### src/hw/rtl/vnt_pkg.sv
// Package of the value noise core: table sizes, codes and state types.
// Depends on nothing.
`default_nettype none
package vnt_pkg;
   localparam int TableSize  = 256;
   localparam int IdxBits    = $clog2(TableSize);
   localparam int FracBits   = 16;
   localparam int MaxOctaves = 8;
   localparam int OctBits    = $clog2(MaxOctaves + 1);
   localparam int AccBits    = FracBits + MaxOctaves + 1;

   typedef enum logic [1:0] {
      ACT_WRITE = 2'd0, ACT_NOISE = 2'd1, ACT_TURB = 2'd2, ACT_NONE = 2'd3
   } action_type;

   typedef enum logic [1:0] {
      SEL_VALUE = 2'd0, SEL_PERM_X = 2'd1, SEL_PERM_Y = 2'd2, SEL_PERM_Z = 2'd3
   } select_type;

   typedef enum logic [3:0] {
      ST_IDLE, ST_SMOOTH, ST_SQ, ST_SMUL, ST_PADDR, ST_PWAIT, ST_VADDR,
      ST_VWAIT, ST_LERP_A, ST_LERP_B, ST_ACCUM, ST_DONE
   } state_type;
endpackage
`default_nettype wire

### src/hw/rtl/vnt_mul.sv
// Shared unsigned multiplier of the noise core, one registered product.
// Depends on vnt_pkg.
`default_nettype none
module vnt_mul (
   input  wire logic        clock,
   input  wire logic [17:0] a_in,
   input  wire logic [17:0] b_in,
   output logic      [35:0] p_ff
);
   import vnt_pkg::*;
   logic [35:0] p_in;
   // form one product per cycle
   assign p_in = a_in * b_in;
   always_ff @(posedge clock) begin
      p_ff <= p_in;
   end
endmodule
`default_nettype wire

### config.mk
export PLATFORM = sky130hd
export DESIGN_NAME = vnt_mul
export DESIGN_NICKNAME = d
export VERILOG_FILES = /design/src/hw/rtl/vnt_pkg.sv /design/src/hw/rtl/vnt_mul.sv
export SDC_FILE = /design/constraint.sdc
export NUM_CORES = 1
export LEC_CHECK = 0
export ABC_CLOCK_PERIOD_IN_PS = 8900
export BUFFER_PORTS_ARGS = -buffer_cell sky130_fd_sc_hd__buf_4
export CELL_PAD_IN_SITES_DETAIL_PLACEMENT = 2
export CELL_PAD_IN_SITES_GLOBAL_PLACEMENT = 2
export CORE_MARGIN = 5
export CORE_UTILIZATION = 35
export CTS_CLUSTER_SIZE = 16
export DETAILED_ROUTE_END_ITERATION = 7
export PLACE_DENSITY = 0.82
export SLEW_MARGIN = 20
export SYNTH_ARGS = -nofsm -noshare
export SYNTH_HDL_FRONTEND = slang
export SYNTH_SLANG_ARGS = --single-unit
### constraint.sdc
create_clock -name clock -period 8.9 [get_ports clock]
set_clock_uncertainty 0.05 [all_clocks]
set_input_delay 0.89 -clock clock [delete_from_list [all_inputs] [get_ports clock]]
set_output_delay 0.89 -clock clock [all_outputs]
set_load 0.005 [all_outputs]
Yosys cells after proc, flatten, opt, wreduce, memory -nomap -nowiden
Cells that the tools add are included.
{"block": "totals", "mem_bits_ro": 0, "inputBits": 37, "n_memories": 0, "elab_cells": 2, "reg_bits": 36, "ram_bits": 0, "latch_bits": 0, "output_inout_bits": 36}
{"block": "classes", "n_lt_le_gt_ge": 0, "n_eq_ne": 0, "bitwise": 0, "mux": 0, "div_mod_pow": 0, "shifts": 0, "n_reduce_logical": 0, "add_sub_neg": 0, "n_mul": 1}
{"operator": "$mul A18 B18 Y36", "n": 1}

Depth between registers and ports, before layout
Gate-level depths: netlist (run 1).
{"block": "depth", "word_depth": 1, "mapped_depth": 23}

Least setup slack after synthesis (run 1)
OpenSTA, ideal clock, no wires.
{"block": "synth_timing", "path_kind": "input port to flip-flop", "from": "input b_in[9]", "to": "register p_ff[34]", "arrival_time_ps": 6334, "slack_ps": 2398, "setup_time_ps": 118, "cell_stages": 21, "required_ps": 8732, "cell_sequence": "clkbuf_1 -> clkbuf_1 -> nand2_1 -> fa_1 -> inv_1 -> fa_1 -> inv_1 -> fa_1 -> inv_1 -> fa_1 -> fa_1 -> inv_1 -> fa_1 -> inv_1 -> ha_1 -> and4_1 -> or4b_4 -> a2111oi_1 -> a211o_1 -> a21oi_1 -> xnor2_1"}
{"block": "synth_via", "elab_chain_len": 1}
{"item": "start: declaration", "line_no": "vnt_mul.sv:7", "rtl": "input wire logic [17:0] b_in,"}
{"item": "$mul A18 B18 Y36", "line_no": "vnt_mul.sv:13", "rtl": "assign p_in = a_in * b_in;"}
{"item": "named net p_in[34]", "line_no": "vnt_mul.sv:11", "rtl": "logic [35:0] p_in;"}
{"item": "end signal: assignment", "line_no": "vnt_mul.sv:15", "rtl": "p_ff <= p_in;"}
{"item": "end: declaration", "line_no": "vnt_mul.sv:8", "rtl": "output logic [35:0] p_ff"}
The timed path passes the listed nets, and every way through them passes these cells.

Worst setup path after layout (run 1)
{"block": "layout_timing", "from": "input b_in[3]", "to": "register p_ff[33]"}
Same word-level chain as after synthesis.

==> flow_metrics.env, run 1 <==
export IMPL_core_area_mm2=0.03237
export IMPL_tightest_slew_ns=0.4758
export IMPL_drive_gt1_share_pct=6.407
export IMPL_ys_flop_type="dfxtp_1"
export IMPL_syn_to_final_growth_pct=9.214
export IMPL_drtIter0Drc=236
export IMPL_cts_sinks=36
export IMPL_routed_via_density=4.957
export IMPL_worst_setup_path_start_kind="input pin"
export IMPL_gp_congestion=0.8195
export IMPL_dieHeight_um=190.4
export IMPL_postCtsSetupRepairBufs=0
export IMPL_num_rows=66
export IMPL_dp_hpwl_um=30530
export IMPL_wl_per_cell_um=21.02
export IMPL_start_util_pct=35.20
export IMPL_final_hold_violation_count=0
export IMPL_dr_pass1_iters=4
export IMPL_cts_root_buffer="clkbuf_16"
export IMPL_cts_made_buffers=5
export IMPL_die_w_um=190.4
export IMPL_wl_um=36850
export IMPL_cts_resized=0
export IMPL_post_route_period_util_pct=72.70
export IMPL_first_global_vias=10720
export IMPL_synth_seq_cells=36
export IMPL_critPathCaptureType="register"
export IMPL_setup_viol=0
export IMPL_hold_class="input pin to register"
export IMPL_status="finished clean"
export IMPL_cts_path_max_buffers=2
export IMPL_largest_register_ffs=36
export IMPL_die_area_mm2=0.03626
export IMPL_syn_mean_instance_area_um2=8.880
export IMPL_cp_data_required_time_ns=9.04
export IMPL_drtAntennaViolNets=0
export IMPL_drc_errors=0
export IMPL_critPathMaxFanout=18
export IMPL_portBuffers=72
export IMPL_async_flop_share_pct=0
export IMPL_clk_pin_slew_ns=0.06
export IMPL_io_pins=73
export IMPL_netlist_area_mm2=0.01139
export IMPL_num_vias=8690
export IMPL_synth_edf_count=0
export IMPL_gr_total_overflow=0
export IMPL_diodes=0
export IMPL_ctsHoldBuffers=0
export IMPL_seq_area_frac_synth_pct=6.325
export IMPL_synth_yosys_warnings=0
export IMPL_rsz0062_at_grt="no"
export IMPL_synth_cell_types=41
export IMPL_fmax_mhz=154.6
export IMPL_regMostFlops="p_ff"
export IMPL_finalWorstPathRequiredPeriod_ns=6.470
export IMPL_htree_levels=2
export IMPL_postSynthNetCount=1686
export IMPL_grt_max_degree=19
export IMPL_crit_type="input pin to register"
export IMPL_nNetsFinal=1713
export IMPL_cts_tree="built"
export IMPL_netlist_instances=1283
export IMPL_grt_pass1_wl_um=58150
export IMPL_grt_usage_pct=20.94
export IMPL_drv_cap=0
export IMPL_arrival_ns=6.61
export IMPL_antenna_found_initial=0
export IMPL_slew_headroom_pct=67.46
export IMPL_slew_violations=0
export IMPL_setup_tns_ns=0
export IMPL_reg_largest_list="p_ff (36)"
==> metrics by stage <==
step / instance area, µm² / util (%) / instances / hold slack, ns / setup WS [ns]
finish: 12440 / 38.44 / 1753 / 0.9469 / 2.430
global route: 12440 / 38.44 / 1753 / 0.9483 / 2.103
CTS: 12440 / 38.44 / 1753 / 0.9303 / 2.422
detailed placement: 12290 / 37.97 / 1745 / 1.224 / 2.110
global placement: 12290 / 37.97 / 1745 / 1.224 / 2.331
floorplan: 11390 / - / 1283 / 0.9673 / 2.398
==> worst max-delay path, stage by stage <==
cell,delay [ns]
buf_4,0.25
nand2_1,0.14
fa_1,0.54
fa_1,0.57
inv_1,0.06
fa_1,0.50
fa_1,0.54
fa_1,0.51
inv_1,0.05
fa_1,0.48
inv_1,0.05
ha_1,0.36
a21oi_1,0.20
o22ai_1,0.11
a211oi_1,0.41
a31oi_1,0.24
a211oi_1,0.37
o21ai_1,0.16
xor2_1,0.17
==> cell type report <==
| type | instances | area, µm² |
|---|---|---|
| clock inverter | 2 | 13.76 |
| tap | 442 | 553.0 |
| inverter | 321 | 1205 |
| clock buffer | 6 | 138.9 |
| sequential | 36 | 720.7 |
| fill | 3662 | 19930 |
| timing repair buffer | 72 | 540.5 |
| multi-input combinational | 874 | 9271 |
==> final timing paths <==
kind	cells past startpoint	end	startpoint
max	19	p_ff[33]$_DFF_P_	b_in[3]
min	2	p_ff[0]$_DFF_P_	b_in[0]
==> layer usage <==
metal | track usage, % | vias up | part of all wire, %
met5 | 0 | - | 0
met4 | 10.97 | 0 | 5.8
met3 | 2.966 | 102 | 3.8
met2 | 39.46 | 215 | 55
met1 | 22.61 | 4569 | 36
li1 | - | 3804 | -
==> synth_stat cells (all sizes together) (3+ instances only) <==
master / n / area share, %
nand2b: 3 / 0.16
clkbuf: 51 / 1.7
o211ai: 4 / 0.26
dfxtp: 36 / 6.3
nand3: 3 / 0.13
fa: 256 / 45
a21oi: 34 / 1.5
a31oi: 4 / 0.22
xor2: 10 / 0.77
a21o: 11 / 0.72
a211oi: 5 / 0.42
ha: 110 / 12
nand4: 9 / 0.49
o21bai: 4 / 0.26
xnor2: 22 / 1.7
o21ai: 20 / 0.91
nand2: 186 / 6.1
nor2: 13 / 0.43
and2: 157 / 8.6
inv: 321 / 11
==> cells by family after synthesis <==
| logic type | share of synthesized area, % |
|---|---|
| AOI/OAI and AO/OA | 5.194 |
| xor gates and xnor gates | 2.460 |
| adders and majority gates | 57.06 |
| buffers and inverters | 12.30 |
| DFF | 6.325 |
| and+or+nand+nor | 16.66 |
==> cell usage in the layout (no fill, tap or decap), types with 2 or more instances in the layout <==
master	instances
xnor2_1	22
nand2_1	186
a21o_1	11
nand4_1	9
inv_1	321
buf_4	72
nand3_1	3
and3_1	2
a21oi_1	34
a31oi_1	4
dfxtp_1	36
a211o_1	2
o21ai_0	15
ha_1	110
a211oi_2	2
o21a_1	2
nor2b_1	2
and2_1	157
xor2_1	10
nor3_1	2
o21bai_1	4
o21ai_1	4
a211oi_1	3
clkbuf_16	5
and4_1	2
o211ai_1	4
nand2b_1	3
nor2_1	13
fa_1	256
Power of run 1 is left out: the tool's default activity adds up to more than one toggle a clock period on the data nets, which glitch-free logic cannot reach.
==> run 2: changes to the inputs <==
ABC_CLOCK_PERIOD_IN_PS = 5250   (was 8900)
PLACE_DENSITY = 0.85   (was 0.82)
clock period = 5.25 ns   (was 8.9 ns; I/O delays follow)
==> flow_metrics.env, run 2 (synthesis results as in run 1) <==
export IMPL_cp_data_required_time_ns=5.40
export IMPL_first_global_vias=12420
export IMPL_rsz0062_at_grt="yes"
export IMPL_portBuffers=72
export IMPL_regMostFlops="p_ff"
export IMPL_final_cell_mix="309 x inv_1, 245 x fa_1, 214 x buf_4"
export IMPL_largest_register_ffs=36
export IMPL_finalWorstPathRequiredPeriod_ns=5.889
export IMPL_wl_per_cell_um=24.13
export IMPL_syn_to_final_growth_pct=28.24
export IMPL_post_route_period_util_pct=112.2
export IMPL_final_hold_violation_count=0
export IMPL_crit_type="input pin to register"
export IMPL_num_vias=9701
export IMPL_core_area_mm2=0.03237
export IMPL_worst_setup_path_start_kind="input pin"
export IMPL_drc_errors=0
export IMPL_die_w_um=190.4
export IMPL_gp_congestion=0.8418
export IMPL_critPathCaptureType="register"
export IMPL_hold_class="input pin to register"
export IMPL_io_pins=73
export IMPL_drive_gt1_share_pct=24.58
export IMPL_crit_path_start="b_in[6]"
export IMPL_cts_tree="built"
export IMPL_reg_largest_list="p_ff (36)"
export IMPL_antenna_found_initial=0
export IMPL_diodes=0
export IMPL_slew_headroom_pct=69.63
export IMPL_dieHeight_um=190.4
export IMPL_drv_cap=0
export IMPL_cts_path_max_buffers=2
export IMPL_grt_pass1_wl_um=69480
export IMPL_num_rows=66
export IMPL_grt_usage_pct=25.48
export IMPL_nNetsFinal=1895
export IMPL_start_util_pct=35.20
export IMPL_ctsHoldBuffers=0
export IMPL_htree_levels=2
export IMPL_clk_pin_slew_ns=0.06
export IMPL_drtAntennaViolNets=0
export IMPL_setup_viol=19
export IMPL_routed_via_density=5.013
export IMPL_cts_sinks=36
export IMPL_critPathMaxFanout=6
export IMPL_slew_violations=0
export IMPL_grt_max_degree=14
export IMPL_dp_hpwl_um=38750
export IMPL_final_common_cell="inv_1"
export IMPL_setup_tns_ns=-9.025
export IMPL_die_area_mm2=0.03626
export IMPL_fin_ws_ns=-0.6391
export IMPL_n_fill_cell=3515
export IMPL_cts_made_buffers=5
export IMPL_drtIter0Drc=331
export IMPL_tightest_slew_ns=0.4508
export IMPL_dr_pass1_iters=4
export IMPL_arrival_ns=6.04
export IMPL_hold_start="a_in[0]"
export IMPL_gr_total_overflow=0
export IMPL_cts_root_buffer="clkbuf_16"
export IMPL_status="finished with violations"
export IMPL_holdWs_ns=0.6486
export IMPL_wl_um=46690
export IMPL_fmax_mhz=169.8
export IMPL_violations="setup timing"
## run 2: cell types whose count changed in the layout (fill, tap and decap cells not counted), sizes merged
cell	previous run	this run
buf	72	253
clkbuf	6	8
inv	322	321
## run 2: what timing repair did
| item | CTS | global route |
|---|---|---|
| buffers inserted | 11 | 11 |
| gates resized for setup | 101 | 42 |
| gates cloned | 0 | 1 |
| pin swaps | 56 | 32 |
| setup endpoints to repair | 22 | 22 |
## run 2: stage by stage
step	area (µm²)	setup WS [ns]	cells	util [%]
after floorplan	11810	-0.4747	1283	-
after global placement	13760	-0.7132	1907	42.50
after detailed placement	13760	-1.211	1907	42.50
after CTS	14380	-0.5418	1925	44.43
after global routing	14610	-0.7253	1935	45.14
final	14610	-0.6391	1935	45.14
## run 2: routing by layer
metal  global-route usage, %  wire, µm
met1                   23.53     14620
met4                   15.44      3347
met3                   3.241      1268
met5                       0         0
met2                   51.90     27460
## run 2: critical path: stages
cell and delay, ns:
buf_12 0.12, buf_8 0.13, and2_4 0.14, fa_1 0.56
inv_1 0.06, fa_1 0.48, fa_1 0.55, inv_1 0.07
fa_1 0.50, fa_1 0.58, inv_2 0.06, fa_1 0.52
inv_2 0.06, ha_4 0.31, nand4_1 0.21, a211oi_2 0.35
o21ai_2 0.15, a31oi_4 0.24, a211oi_4 0.11, buf_4 0.16
xnor2_2 0.12
## run 2: final timing paths
check,end,depth (start not counted)
setup / recovery,p_ff[29]$_DFF_P_,21
hold / removal,p_ff[0]$_DFF_P_,3
## run 2: area by class of cell
| type | instances | area [µm²] | area share, % |
|---|---|---|---|
| multi-input combinational | 874 | 9844 | 67.37 |
| clock buffer | 7 | 132.6 | 0.9077 |
| timing repair buffer | 254 | 2147 | 14.69 |
| inverter | 321 | 1205 | 8.246 |
| tap | 442 | 553.0 | 3.785 |
| sequential | 36 | 720.7 | 4.932 |
| clock inverter | 1 | 8.758 | 0.05994 |
Power of run 2 is left out for the same reason.
